File: src/design/ctsc_pkg.sv
// Shared types, RTC register codes and BCD helpers for the clock time-setting controller.
// No dependencies.
package ctsc_pkg;

	localparam int QDEPTH = 4;
	localparam int QA_W   = $clog2(QDEPTH);

	localparam logic [1:0] KIND_REFRESH = 2'd0;
	localparam logic [1:0] KIND_SET     = 2'd1;
	localparam logic [1:0] KIND_UP      = 2'd2;
	localparam logic [1:0] KIND_DOWN    = 2'd3;

	localparam logic [3:0] MODE_RUN  = 4'd0;
	localparam logic [3:0] MODE_SEC  = 4'd1;
	localparam logic [3:0] MODE_MIN  = 4'd2;
	localparam logic [3:0] MODE_HOUR = 4'd3;
	localparam logic [3:0] MODE_WDAY = 4'd4;
	localparam logic [3:0] MODE_DAY  = 4'd5;
	localparam logic [3:0] MODE_MON  = 4'd6;
	localparam logic [3:0] MODE_YEAR = 4'd7;
	localparam logic [3:0] MODE_DONE = 4'd8;

	localparam logic [7:0] ADDR_PROTECT = 8'h8e;
	localparam logic [7:0] ADDR_SEC     = 8'h80;
	localparam logic [7:0] ADDR_MIN     = 8'h82;
	localparam logic [7:0] ADDR_HOUR    = 8'h84;
	localparam logic [7:0] ADDR_DAY     = 8'h86;
	localparam logic [7:0] ADDR_MON     = 8'h88;
	localparam logic [7:0] ADDR_WDAY    = 8'h8a;
	localparam logic [7:0] ADDR_YEAR    = 8'h8c;

	localparam logic [7:0] PROT_OFF = 8'h00;
	localparam logic [7:0] PROT_ON  = 8'h80;
	localparam logic [7:0] HALT_BIT = 8'h80;

	localparam logic [1:0] BEAT_UNPROT = 2'd0;
	localparam logic [1:0] BEAT_VALUE  = 2'd1;
	localparam logic [1:0] BEAT_PROT   = 2'd2;

	typedef struct packed {
		logic [7:0] year;
		logic [7:0] month;
		logic [7:0] day;
		logic [7:0] wday;
		logic [7:0] hour;
		logic [7:0] min;
		logic [7:0] sec;
	} vals_t;

	typedef struct packed {
		logic       wr;
		logic [7:0] addr;
		logic [7:0] data;
		logic [3:0] mode;
		vals_t      vals;
	} entry_t;

	typedef struct packed {
		logic full;
		logic empty;
	} qstat_t;

	function automatic logic [7:0] bcd_to_dec(input logic [7:0] v);
		return 8'(8'({4'b0, v[7:4]}) * 8'd10) + {4'b0, v[3:0]};
	endfunction

	function automatic logic [7:0] dec_to_bcd(input logic [7:0] v);
		logic [15:0] p;
		logic [7:0]  q;
		logic [7:0]  r;
		p = 16'(v) * 16'd205;
		q = 8'(p >> 11);
		r = v - 8'(q * 8'd10);
		return {q[3:0], 4'b0000} + r;
	endfunction

endpackage

File: src/design/ctsc_front.sv
// Front end: holds mode and time values, classifies each item and builds its queue entry.
// Depends on ctsc_pkg.
module ctsc_front import ctsc_pkg::*; (
	input  logic         clk,
	input  logic         arst_n,
	input  logic         push,
	input  logic [1:0]   kind,
	input  logic [55:0]  readings,
	output entry_t       ent
);

	logic [3:0] mode_q;
	vals_t      vals_q;
	logic [3:0] nxt_mode;
	logic [3:0] m1;
	vals_t      nxt_vals;
	logic       fld_ok;
	logic [7:0] fld_addr;
	logic [7:0] fld_top;
	logic [7:0] fld_bot;
	logic [7:0] cur;
	logic [7:0] newv;

	always_comb begin
		fld_ok   = 1'b1;
		fld_addr = '0;
		fld_top  = '0;
		fld_bot  = '0;
		cur      = '0;
		unique case (mode_q)
			MODE_SEC: begin
				fld_addr = ADDR_SEC;  fld_top = 8'd59; fld_bot = 8'd0; cur = vals_q.sec;
			end
			MODE_MIN: begin
				fld_addr = ADDR_MIN;  fld_top = 8'd59; fld_bot = 8'd0; cur = vals_q.min;
			end
			MODE_HOUR: begin
				fld_addr = ADDR_HOUR; fld_top = 8'd23; fld_bot = 8'd0; cur = vals_q.hour;
			end
			MODE_WDAY: begin
				fld_addr = ADDR_WDAY; fld_top = 8'd7;  fld_bot = 8'd1; cur = vals_q.wday;
			end
			MODE_DAY: begin
				fld_addr = ADDR_DAY;  fld_top = 8'd31; fld_bot = 8'd1; cur = vals_q.day;
			end
			MODE_MON: begin
				fld_addr = ADDR_MON;  fld_top = 8'd12; fld_bot = 8'd1; cur = vals_q.month;
			end
			MODE_YEAR: begin
				fld_addr = ADDR_YEAR; fld_top = 8'd99; fld_bot = 8'd0; cur = vals_q.year;
			end
			default: fld_ok = 1'b0;
		endcase
	end

	always_comb begin
		newv = cur + 8'd1;
		if (kind == KIND_UP) begin
			if (newv == fld_top + 8'd1) newv = fld_bot;
		end else begin
			if (cur == fld_bot) newv = fld_top;
			else newv = cur - 8'd1;
		end
	end

	always_comb begin
		nxt_mode = mode_q;
		nxt_vals = vals_q;
		m1       = mode_q + 4'd1;
		ent.wr   = 1'b0;
		ent.addr = '0;
		ent.data = '0;
		unique case (kind)
			KIND_REFRESH: begin
				if (mode_q == MODE_RUN || mode_q == MODE_DONE) begin
					nxt_vals.sec   = bcd_to_dec(readings[7:0]);
					nxt_vals.min   = bcd_to_dec(readings[15:8]);
					nxt_vals.hour  = bcd_to_dec(readings[23:16]);
					nxt_vals.day   = bcd_to_dec(readings[31:24]);
					nxt_vals.month = bcd_to_dec(readings[39:32]);
					nxt_vals.year  = bcd_to_dec(readings[47:40]);
					nxt_vals.wday  = bcd_to_dec(readings[55:48]);
				end
			end
			KIND_SET: begin
				if (m1 > MODE_DONE) m1 = MODE_SEC;
				nxt_mode = m1;
				if (m1 == MODE_SEC) begin
					ent.wr   = 1'b1;
					ent.addr = ADDR_SEC;
					ent.data = HALT_BIT | dec_to_bcd(vals_q.sec);
				end else if (m1 == MODE_DONE) begin
					ent.wr   = 1'b1;
					ent.addr = ADDR_SEC;
					ent.data = dec_to_bcd(vals_q.sec) & ~HALT_BIT;
				end
			end
			default: begin
				if (fld_ok) begin
					ent.wr   = 1'b1;
					ent.addr = fld_addr;
					ent.data = dec_to_bcd(newv);
					unique case (mode_q)
						MODE_SEC:  nxt_vals.sec   = newv;
						MODE_MIN:  nxt_vals.min   = newv;
						MODE_HOUR: nxt_vals.hour  = newv;
						MODE_WDAY: nxt_vals.wday  = newv;
						MODE_DAY:  nxt_vals.day   = newv;
						MODE_MON:  nxt_vals.month = newv;
						default:   nxt_vals.year  = newv;
					endcase
				end
			end
		endcase
		ent.mode = nxt_mode;
		ent.vals = nxt_vals;
	end

	always_ff @(posedge clk or negedge arst_n) begin
		if (!arst_n) begin
			mode_q <= MODE_RUN;
			vals_q <= '0;
		end else if (push) begin
			mode_q <= nxt_mode;
			vals_q <= nxt_vals;
		end
	end

endmodule

File: src/design/ctsc_queue.sv
// Short FIFO of classified entries between front end and write sequencer.
// Depends on ctsc_pkg.
module ctsc_queue import ctsc_pkg::*; (
	input  logic   clk,
	input  logic   arst_n,
	input  logic   push,
	input  entry_t push_ent,
	input  logic   pop,
	output entry_t head,
	output qstat_t stat
);

	entry_t          mem_q [QDEPTH];
	logic [QA_W-1:0] wr_ptr_q;
	logic [QA_W-1:0] rd_ptr_q;
	logic [QA_W:0]   cnt_q;

	assign stat.full  = (cnt_q == (QA_W+1)'(QDEPTH));
	assign stat.empty = (cnt_q == '0);
	assign head       = mem_q[rd_ptr_q];

	always_ff @(posedge clk) begin
		if (push) mem_q[wr_ptr_q] <= push_ent;
	end

	always_ff @(posedge clk or negedge arst_n) begin
		if (!arst_n) begin
			wr_ptr_q <= '0;
			rd_ptr_q <= '0;
			cnt_q    <= '0;
		end else begin
			if (push) wr_ptr_q <= wr_ptr_q + 1'b1;
			if (pop)  rd_ptr_q <= rd_ptr_q + 1'b1;
			if (push && !pop) cnt_q <= cnt_q + 1'b1;
			else if (!push && pop) cnt_q <= cnt_q - 1'b1;
		end
	end

endmodule

File: src/design/ctsc_back.sv
// Back end: maps an entry to RTC writes (unprotect, value, protect) or one status result.
// Depends on ctsc_pkg.
module ctsc_back import ctsc_pkg::*; (
	input  logic   clk,
	input  logic   arst_n,
	input  entry_t head,
	input  qstat_t stat,
	output logic   pop,
	output logic   out_valid,
	input  logic   out_ready,
	output logic   out_wr,
	output logic   out_last,
	output logic [7:0] out_addr,
	output logic [7:0] out_data,
	output logic [3:0] out_mode,
	output vals_t  out_vals
);

	logic [1:0] beat_q;
	logic       xfer;

	assign out_valid = !stat.empty;
	assign xfer      = out_valid && out_ready;
	assign out_wr    = head.wr;
	assign out_last  = !head.wr || (beat_q == BEAT_PROT);
	assign pop       = xfer && out_last;
	assign out_mode  = head.mode;
	assign out_vals  = head.vals;

	always_comb begin
		out_addr = '0;
		out_data = '0;
		if (head.wr) begin
			unique case (beat_q)
				BEAT_UNPROT: begin out_addr = ADDR_PROTECT; out_data = PROT_OFF; end
				BEAT_VALUE:  begin out_addr = head.addr;    out_data = head.data; end
				default:     begin out_addr = ADDR_PROTECT; out_data = PROT_ON;  end
			endcase
		end
	end

	always_ff @(posedge clk or negedge arst_n) begin
		if (!arst_n) begin
			beat_q <= BEAT_UNPROT;
		end else if (xfer) begin
			beat_q <= out_last ? BEAT_UNPROT : beat_q + 2'd1;
		end
	end

endmodule

File: src/design/clock_time_setting_controller.sv
// Top level of the clock time-setting controller: front end, entry FIFO, write sequencer.
// Depends on ctsc_pkg, ctsc_front, ctsc_queue, ctsc_back.
//
// Usage:
//  Slave channel s_*: one item per transfer. s_tuser = kind (refresh, set, up, down);
//  s_tdata = seven raw BCD bytes read from the RTC (used by refresh only).
//  Master channel m_*: one RTC write (or one status-only result) per transfer.
//  m_tuser = write_valid; m_tlast marks the final result of an item.
//  An item that changes the clock gives three transfers: unprotect, value, protect.
//  Any other item gives one transfer with write_valid low.
//  Every result carries the mode and the seven decimal time values after the item.
//  An accepted item is registered into the FIFO before its first result shows on m_*.
//  Throughput: the front end takes one item per cycle, while the FIFO is not full, into a
//  4-entry FIFO; the write sequencer drains one transfer per cycle while m_tready is high,
//  so a writing item takes three transfers and a non-writing item one.
//  Receiver stall: results hold on m_*; s_tready stays high until the FIFO fills.
//  Reset: mode returns to running, all time values to zero, the FIFO empties.
module clock_time_setting_controller import ctsc_pkg::*; (
	input  logic        clk,
	input  logic        arst_n,
	input  logic        s_tvalid,
	output logic        s_tready,
	input  logic [55:0] s_tdata,  // second, minute, hour, day, month, year, weekday readings
	input  logic [1:0]  s_tuser,  // kind
	output logic        m_tvalid,
	input  logic        m_tready,
	output logic [79:0] m_tdata,  // rtc_address, rtc_data, mode_now, seconds, minutes,
	                              // hours, weekday, day, month, year, zero pad
	output logic        m_tuser,  // write_valid
	output logic        m_tlast
);

	entry_t     ent;
	entry_t     head;
	qstat_t     stat;
	logic       push;
	logic       pop;
	logic [7:0] out_addr;
	logic [7:0] out_data;
	logic [3:0] out_mode;
	vals_t      out_vals;

	assign s_tready = !stat.full;
	assign push     = s_tvalid && s_tready;

	ctsc_front u_front (
		.clk      (clk),
		.arst_n   (arst_n),
		.push     (push),
		.kind     (s_tuser),
		.readings (s_tdata),
		.ent      (ent)
	);

	ctsc_queue u_queue (
		.clk      (clk),
		.arst_n   (arst_n),
		.push     (push),
		.push_ent (ent),
		.pop      (pop),
		.head     (head),
		.stat     (stat)
	);

	ctsc_back u_back (
		.clk       (clk),
		.arst_n    (arst_n),
		.head      (head),
		.stat      (stat),
		.pop       (pop),
		.out_valid (m_tvalid),
		.out_ready (m_tready),
		.out_wr    (m_tuser),
		.out_last  (m_tlast),
		.out_addr  (out_addr),
		.out_data  (out_data),
		.out_mode  (out_mode),
		.out_vals  (out_vals)
	);

	assign m_tdata = {4'b0000, out_vals.year, out_vals.month, out_vals.day, out_vals.wday,
		out_vals.hour, out_vals.min, out_vals.sec, out_mode, out_data, out_addr};

`ifndef NO_ASSERTIONS
	a_nowrite_single: assert property (@(posedge clk) disable iff (!arst_n)
		m_tvalid && !m_tuser |-> m_tlast)
		else $error("status-only result not marked last");

	a_last_protects: assert property (@(posedge clk) disable iff (!arst_n)
		m_tvalid && m_tuser && m_tlast |-> out_addr == ADDR_PROTECT && out_data == PROT_ON)
		else $error("write sequence does not end with protect");

	a_beat_advance: assert property (@(posedge clk) disable iff (!arst_n)
		m_tvalid && m_tready && m_tuser && !m_tlast && out_addr == ADDR_PROTECT
		|=> m_tvalid && m_tuser && !m_tlast)
		else $error("unprotect not followed by value write");

	a_mode_range: assert property (@(posedge clk) disable iff (!arst_n)
		m_tvalid |-> out_mode <= MODE_DONE)
		else $error("mode out of range");
`endif

endmodule
File: config.mk
export PLATFORM = sky130hd
export DESIGN_NAME = clock_time_setting_controller
export DESIGN_NICKNAME = d
export VERILOG_FILES = /design/src/design/ctsc_pkg.sv /design/src/design/ctsc_front.sv /design/src/design/ctsc_queue.sv /design/src/design/ctsc_back.sv /design/src/design/clock_time_setting_controller.sv
export SDC_FILE = /design/constraint.sdc
export NUM_CORES = 1
export LEC_CHECK = 0
export BUFFER_PORTS_ARGS = -buffer_cell sky130_fd_sc_hd__buf_2
export CAP_MARGIN = 20
export CORE_MARGIN = 2
export CORE_UTILIZATION = 55
export DETAILED_ROUTE_END_ITERATION = 10
export PLACE_DENSITY = 0.8
export SYNTH_ARGS = -nofsm -noshare
export SYNTH_HDL_FRONTEND = slang
export SYNTH_SLANG_ARGS = --single-unit
File: constraint.sdc
create_clock -name clk -period 11.81 [get_ports clk]
set_input_delay 2.362 -clock clk [delete_from_list [all_inputs] [get_ports clk]]
set_output_delay 2.362 -clock clk [all_outputs]
set_load 0.02 [all_outputs]
; Yosys cells after proc, flatten, opt, wreduce, memory -nomap -nowiden
; Memories as Yosys holds them, arrays and structs flattened.
; Cells that the tools add are included.
[totals]
mem_bits_rw = 308
word_cells = 117
mem_count = 1
ff_bits = 69
input_bits = 62
out_inout_bits = 84
[memory_table]
columns = name, words, word_bits, read_ports, rd_ports_with_merged_regs, write_ports, line_no
row1 = u_queue.mem_q, 4, 77, 1, 0, 1, ctsc_queue.sv:13  ; entry_t mem_q [QDEPTH];
[op_classes]
n_eq_ne = 17
reduce_logical = 21
order_cmp = 1
mul = 11
add_sub_neg = 20
muxes = 34
[op_table]
columns = operator, count
row1 = $mux 56, 2
row2 = $pmux 56 s2, 1
row3 = $pmux 8 s7, 2
row4 = $mux 8, 13
row5 = $add 8x4->8, 7
row6 = $mux 17, 3
row7 = $mul 4x3->7 const B, 7
row8 = $pmux 7 s6, 1
row9 = $pmux 17 s2, 1
row10 = $mul 8x8->16 const B, 2
row11 = $eq 4x3->1 const B, 4
row12 = $pmux 8 s2, 1
row13 = $mux 4, 3
row14 = $add 7x1->8 const B, 1
row15 = $add 8x1->8 const B, 1
row16 = $add 8x8->8, 1
row17 = $eq 4x1->1 const B, 2
row18 = $eq 4x2->1 const B, 2
row19 = $eq 4x4->1 const B, 2
row20 = $eq 8x1->1, 1
row21 = $eq 8x8->1, 1
row22 = $sub 8x1->8 const B, 1
row23 = $sub 8x8->8, 1
row24 = $add 7x7->7, 1
row25 = other kinds (25), 43

; Longest topological paths before layout
[logic_depth]
word_depth = 13
ltp_mapped = 52
ltp_nobuf = 48

; Hierarchy
; A second synthesis with hierarchy kept.
[unflattened]
hier_cells = 1728
hier_area_um2 = 22426.5
[modules_own_cells]
columns = mod, n_inst, cells_each, seq_area_each_um2, area_each_um2
row1 = ctsc_queue, 1, 437, 9424.0, 11504.8
row2 = ctsc_front, 1, 1185, 1501.4, 10127.2
row3 = ctsc_back, 1, 99, 50.0, 750.7
row4 = clock_time_setting_controller, 1, 7, 0.0, 43.8

; Worst setup path after synthesis
; No wires, ideal clock.
[synth_timing]
path_kind = register to register
start = reg u_front.mode_q[0]
end = mem u_queue.mem_q[0][67] (netlist bit), data pin
setup_ps = 284
arrival_ps = 10202
t_required_ps = 11526
n_path_buf = 2
path_stages_with_launch = 47
path_slack_ps = 1324
period_less_slack_ps = 10486
path_cell_list = dfrtp_1 -> clkbuf_1 -> inv_1 -> ha_1 -> buf_6 -> a22o_1 -> a221oi_2 -> inv_1 -> ha_1 -> nand3_1 -> nor2_1 -> xnor3_1 -> a211oi_2 -> a41oi_2 -> a22oi_1 -> inv_1 -> ha_1 -> xor2_1 -> [11 not listed] -> o21bai_1 -> or2_2 -> mux2i_2 -> nor2_1 -> ha_1 -> ha_1 -> inv_1 -> fa_1 -> fa_1 -> ha_1 -> inv_1 -> o21bai_1 -> a21oi_1 -> xnor2_1 -> xnor2_1 -> xnor3_1 -> xnor3_1 -> o22ai_1
[synth_rtl]
columns = element, line_no
row1 = "start, declared", ctsc_front.sv:12  ; logic [3:0] mode_q;
row2 = "start signal, assigned", ctsc_front.sv:124  ; mode_q <= nxt_mode;
row3 = "end, declared", ctsc_queue.sv:13

==> flow_summary.rst <==
.. list-table::
   :header-rows: 1

   * - Metric
     - Value
   * - Number of pins with negative max-slew slack in the final report
     - 0
   * - I/O pin count
     - 146
   * - Post-detailed-route DRC marker count
     - 0
   * - Highest fanout seen on the critical path
     - 19
   * - Detailed Routing Iterations Pass 1
     - 6
   * - Slew margin rel.
     - 0.260
   * - Endpoint required time on the critical path
     - 12.11 ns
   * - Post-Syn Area per Cell
     - 12.3 um2
   * - Number of max-cap violations
     - 0
   * - Synth Cell Area
     - 21400 um2
   * - Post-CTS Hold Fix Bufs
     - 0
   * - Endpoint, Worst Hold
     - u_queue.cnt_q[2]$_DFFE_PN0P_
   * - Final Cell Area
     - 23900 um2
   * - Pin count of the biggest net entering global routing
     - 74
   * - Final worst path period share
     - 0.954
   * - Flip-flop and latch count after synthesis
     - 361
   * - Leading area contributor after synthesis
     - sky130_fd_sc_hd__edfxtp_1
   * - Cells on worst reg2reg path
     - 43
   * - Sum of routed wire length over all layers
     - 58300 um
   * - Number of cells on the worst hold path
     - 1
   * - Area post-placement
     - 22600 um2
   * - Number of flops mapped to enable cells by yosys
     - 292
   * - Leading register cell type out of synthesis
     - sky130_fd_sc_hd__edfxtp_1
   * - Slowest CP cell
     - sky130_fd_sc_hd__fa_1
   * - Remaining antenna violation count
     - 0
   * - End of the worst register-to-register path
     - u_queue.mem_q[2][67]$_DFFE_PP_
   * - Data arrival time at the worst-slack endpoint
     - 11.57 ns
   * - Drt initial violations
     - 1647
   * - Portion of the post-synthesis area used by sequential elements
     - 0.491
   * - Number of synthesis warnings
     - 0
   * - Startpoint class of the critical path
     - flop
   * - Worst slack on hold paths
     - 0.492 ns
   * - Setup slack after placement
     - 0.387 ns
   * - Worst min-delay path category
     - flop to flop
   * - Leading post-synthesis cells by cell area
     - sky130_fd_sc_hd__edfxtp_1 41%, sky130_fd_sc_hd__ha_1 10%, sky130_fd_sc_hd__dfrtp_1 8.1%
   * - Final setup skew
     - 0.0193 ns
   * - RD Place Congestion
     - 1.01
   * - Row Count
     - 72
   * - Chip Height
     - 201 um
   * - Horizontal die dimension
     - 201 um
   * - Share of cells above drive strength 1
     - 0.191
   * - Vias after detailed routing
     - 15000
   * - Clock-pin slew on the worst setup and hold paths
     - 0.06 ns
   * - H-tree lvl count
     - 2
   * - Hold path start
     - u_queue.cnt_q[2]$_DFFE_PN0P_
   * - Clock Sink Count
     - 361
   * - Setup_tns
     - 0 ns
   * - Cell chosen for the clock root
     - sky130_fd_sc_hd__clkbuf_16
   * - Type of the worst setup path
     - flop to flop
   * - Dpl hpwl
     - 41300 um
   * - Area growth, synth to finish
     - 12.0%
   * - Slew at the pin closest to its max-slew limit
     - 1.11 ns
   * - Routed vias/inst
     - 6.21
   * - Total CTS buffers
     - 35
   * - Clock tree from TritonCTS
     - built
   * - Unique cell type count in the Yosys netlist
     - 84
   * - Async set-reset flop share out of synthesis
     - 0.191
   * - Outcome
     - completed
   * - R2R setup slack
     - 0.54 ns
   * - Core area
     - 38500 um2
   * - Initial standard-cell utilization of the core
     - 0.555
   * - Initial antenna violation count
     - 1
   * - Final setup slack of the worst path
     - 0.541 ns
   * - Longest individual stage delay on the worst path
     - 0.54 ns
   * - Fraction of synthesized cell area taken by the top area cell type
     - 0.410
   * - Total overflow reported by the global router
     - 0
   * - Bufs on Longest Clock Path
     - 3
   * - Number of global-route vias before repair
     - 14800
   * - First-pass GRT wire length
     - 88800 um
   * - Buffers added on ports
     - 137
   * - Cell count after synthesis
     - 1731
   * - Final count of hold timing violations
     - 0
   * - Clock network latency to the later pin of the worst-skew pair
     - 0.52 ns
   * - Nature of the critical path endpoint
     - flop
   * - Max Fclk
     - 88.7 MHz
   * - Final critical-path required period
     - 11.27 ns
   * - Number of nets in the layout
     - 2152
   * - Overall die area
     - 40400 um2
   * - Launch instance of the worst register-to-register path
     - u_front.mode_q[1]$_DFFE_PN0P_
   * - Final routed wire length divided by cell count
     - 24.1 um
   * - # setup viols final
     - 0
   * - Global-route total usage across every layer
     - 0.289
## synth_stat cells (21+ instances only)
cell type,instances
sky130_fd_sc_hd__xor2_1,29
sky130_fd_sc_hd__a21oi_1,77
sky130_fd_sc_hd__nand3_1,21
sky130_fd_sc_hd__xnor2_1,61
sky130_fd_sc_hd__inv_1,124
sky130_fd_sc_hd__edfxtp_1,292
sky130_fd_sc_hd__a21o_1,31
sky130_fd_sc_hd__clkbuf_1,44
sky130_fd_sc_hd__mux4_2,73
sky130_fd_sc_hd__fa_1,42
sky130_fd_sc_hd__ha_1,176
sky130_fd_sc_hd__o21ai_0,48
sky130_fd_sc_hd__nand2_1,221
sky130_fd_sc_hd__nor2_1,90
sky130_fd_sc_hd__dfrtp_1,69
## per-stage QoR
stage / instances / utilization
finish: 2417 / 0.622
global route: 2417 / 0.622
CTS: 2412 / 0.619
detailed placement: 2349 / 0.588
global placement: 2349 / 0.588
floorplan: 1738 / -
## registers in the layout, summed over array words and instances, names as in the netlist
| register | flops |
|---|---|
| u_queue.mem_q | 292 |
| u_front.vals_q | 56 |
| u_front.mode_q | 4 |
| u_queue.cnt_q | 3 |
| u_back.beat_q | 2 |
| u_queue.rd_ptr_q | 2 |
| u_queue.wr_ptr_q | 2 |
## layout make-up
| type | instances | area [um2] |
|---|---|---|
| diodes | 1 | 2.50 |
| clock buffers | 50 | 1000 |
| clock inverters | 13 | 168 |
| fillers | 2906 | 14500 |
| inverters | 128 | 480 |
| multi-input cells | 1169 | 10100 |
| flip-flops and latches | 361 | 10500 |
| well taps | 518 | 648 |
| repair buffers | 177 | 1050 |
## how the worst max path moves through the flow
stage	slack [ns]	end	from	depth (start not counted)
after detailed placement	0.39	u_queue.mem_q[2][67]$_DFFE_PP_	u_front.mode_q[0]$_DFFE_PN0P_	46
after floorplan	1.32	u_queue.mem_q[0][67]$_DFFE_PP_	u_front.mode_q[0]$_DFFE_PN0P_	46
after global placement	0.77	u_queue.mem_q[0][67]$_DFFE_PP_	u_front.mode_q[0]$_DFFE_PN0P_	46
after global routing	-0.02	u_queue.mem_q[0][67]$_DFFE_PP_	u_front.mode_q[1]$_DFFE_PN0P_	46
after CTS	0.29	u_queue.mem_q[0][67]$_DFFE_PP_	u_front.mode_q[0]$_DFFE_PN0P_	46
final	0.54	u_queue.mem_q[2][67]$_DFFE_PP_	u_front.mode_q[1]$_DFFE_PN0P_	43
## repair_timing
item | in CTS | in global routing
endpoints found under the setup margin | 0 | 4
setup buffers | 0 | 1
resized for setup | 0 | 8
## kinds of logic after synthesis
group / count (synthesis) / synth area share
flip-flops: 361 / 0.491
other: 1 / 0.000176
multiplexers: 107 / 0.0939
AND/OR/NAND/NOR: 432 / 0.0909
buffers and inverters: 208 / 0.0404
AO/OA/AOI/OAI: 310 / 0.0998
XOR/XNOR: 94 / 0.0411
adder cells (fa/ha/maj): 218 / 0.142
## metal layers
metal  global-route usage  share of wire
met5                    0              0
met3               0.0365          0.076
met4               0.0878          0.027
met1                0.413           0.42
met2                0.465           0.48
## cells in the final DEF (no fill, tap or decap), types with 5 or more instances in the layout
cell                          n
sky130_fd_sc_hd__a21o_1      31
sky130_fd_sc_hd__mux2_2      14
sky130_fd_sc_hd__edfxtp_1   292
sky130_fd_sc_hd__nor2b_1     15
sky130_fd_sc_hd__clkbuf_16   37
sky130_fd_sc_hd__clkinv_1     5
sky130_fd_sc_hd__nor3_1      19
sky130_fd_sc_hd__fa_1        42
sky130_fd_sc_hd__nor2_1      89
sky130_fd_sc_hd__clkbuf_1    10
sky130_fd_sc_hd__a31oi_1     18
sky130_fd_sc_hd__buf_4       37
sky130_fd_sc_hd__o21a_1       7
sky130_fd_sc_hd__a221oi_1    12
sky130_fd_sc_hd__xnor2_1     61
sky130_fd_sc_hd__buf_2      137
sky130_fd_sc_hd__o32ai_1      7
sky130_fd_sc_hd__conb_1       8
sky130_fd_sc_hd__a211oi_1     8
sky130_fd_sc_hd__a221o_1      9
sky130_fd_sc_hd__a21oi_1     77
sky130_fd_sc_hd__nand4_1      7
sky130_fd_sc_hd__nand2_1    221
sky130_fd_sc_hd__a22o_1       5
sky130_fd_sc_hd__nand3_1     21
sky130_fd_sc_hd__o21ai_0     48
sky130_fd_sc_hd__xor2_1      29
sky130_fd_sc_hd__a22oi_1     13
sky130_fd_sc_hd__mux4_2      73
sky130_fd_sc_hd__and3_1      12
sky130_fd_sc_hd__o22ai_1     15
sky130_fd_sc_hd__dfrtp_1     66
sky130_fd_sc_hd__mux2i_1     19
sky130_fd_sc_hd__o21bai_1     9
sky130_fd_sc_hd__nand2b_1    14
sky130_fd_sc_hd__inv_1      124
sky130_fd_sc_hd__ha_1       172
## critical path: cells and delay by family (launching register included)
family | cells | cell delay [ns]
adder cells (fa/ha/maj) | 12 | 4.28
AO/OA/AOI/OAI | 15 | 3.41
XOR/XNOR | 5 | 1.23
buffers and inverters | 8 | 1.07
AND/OR/NAND/NOR | 3 | 0.61
flip-flops | 1 | 0.45
Power is left out: the tool's default activity adds up to more than one toggle a clock period on the data nets, which glitch-free logic cannot reach.
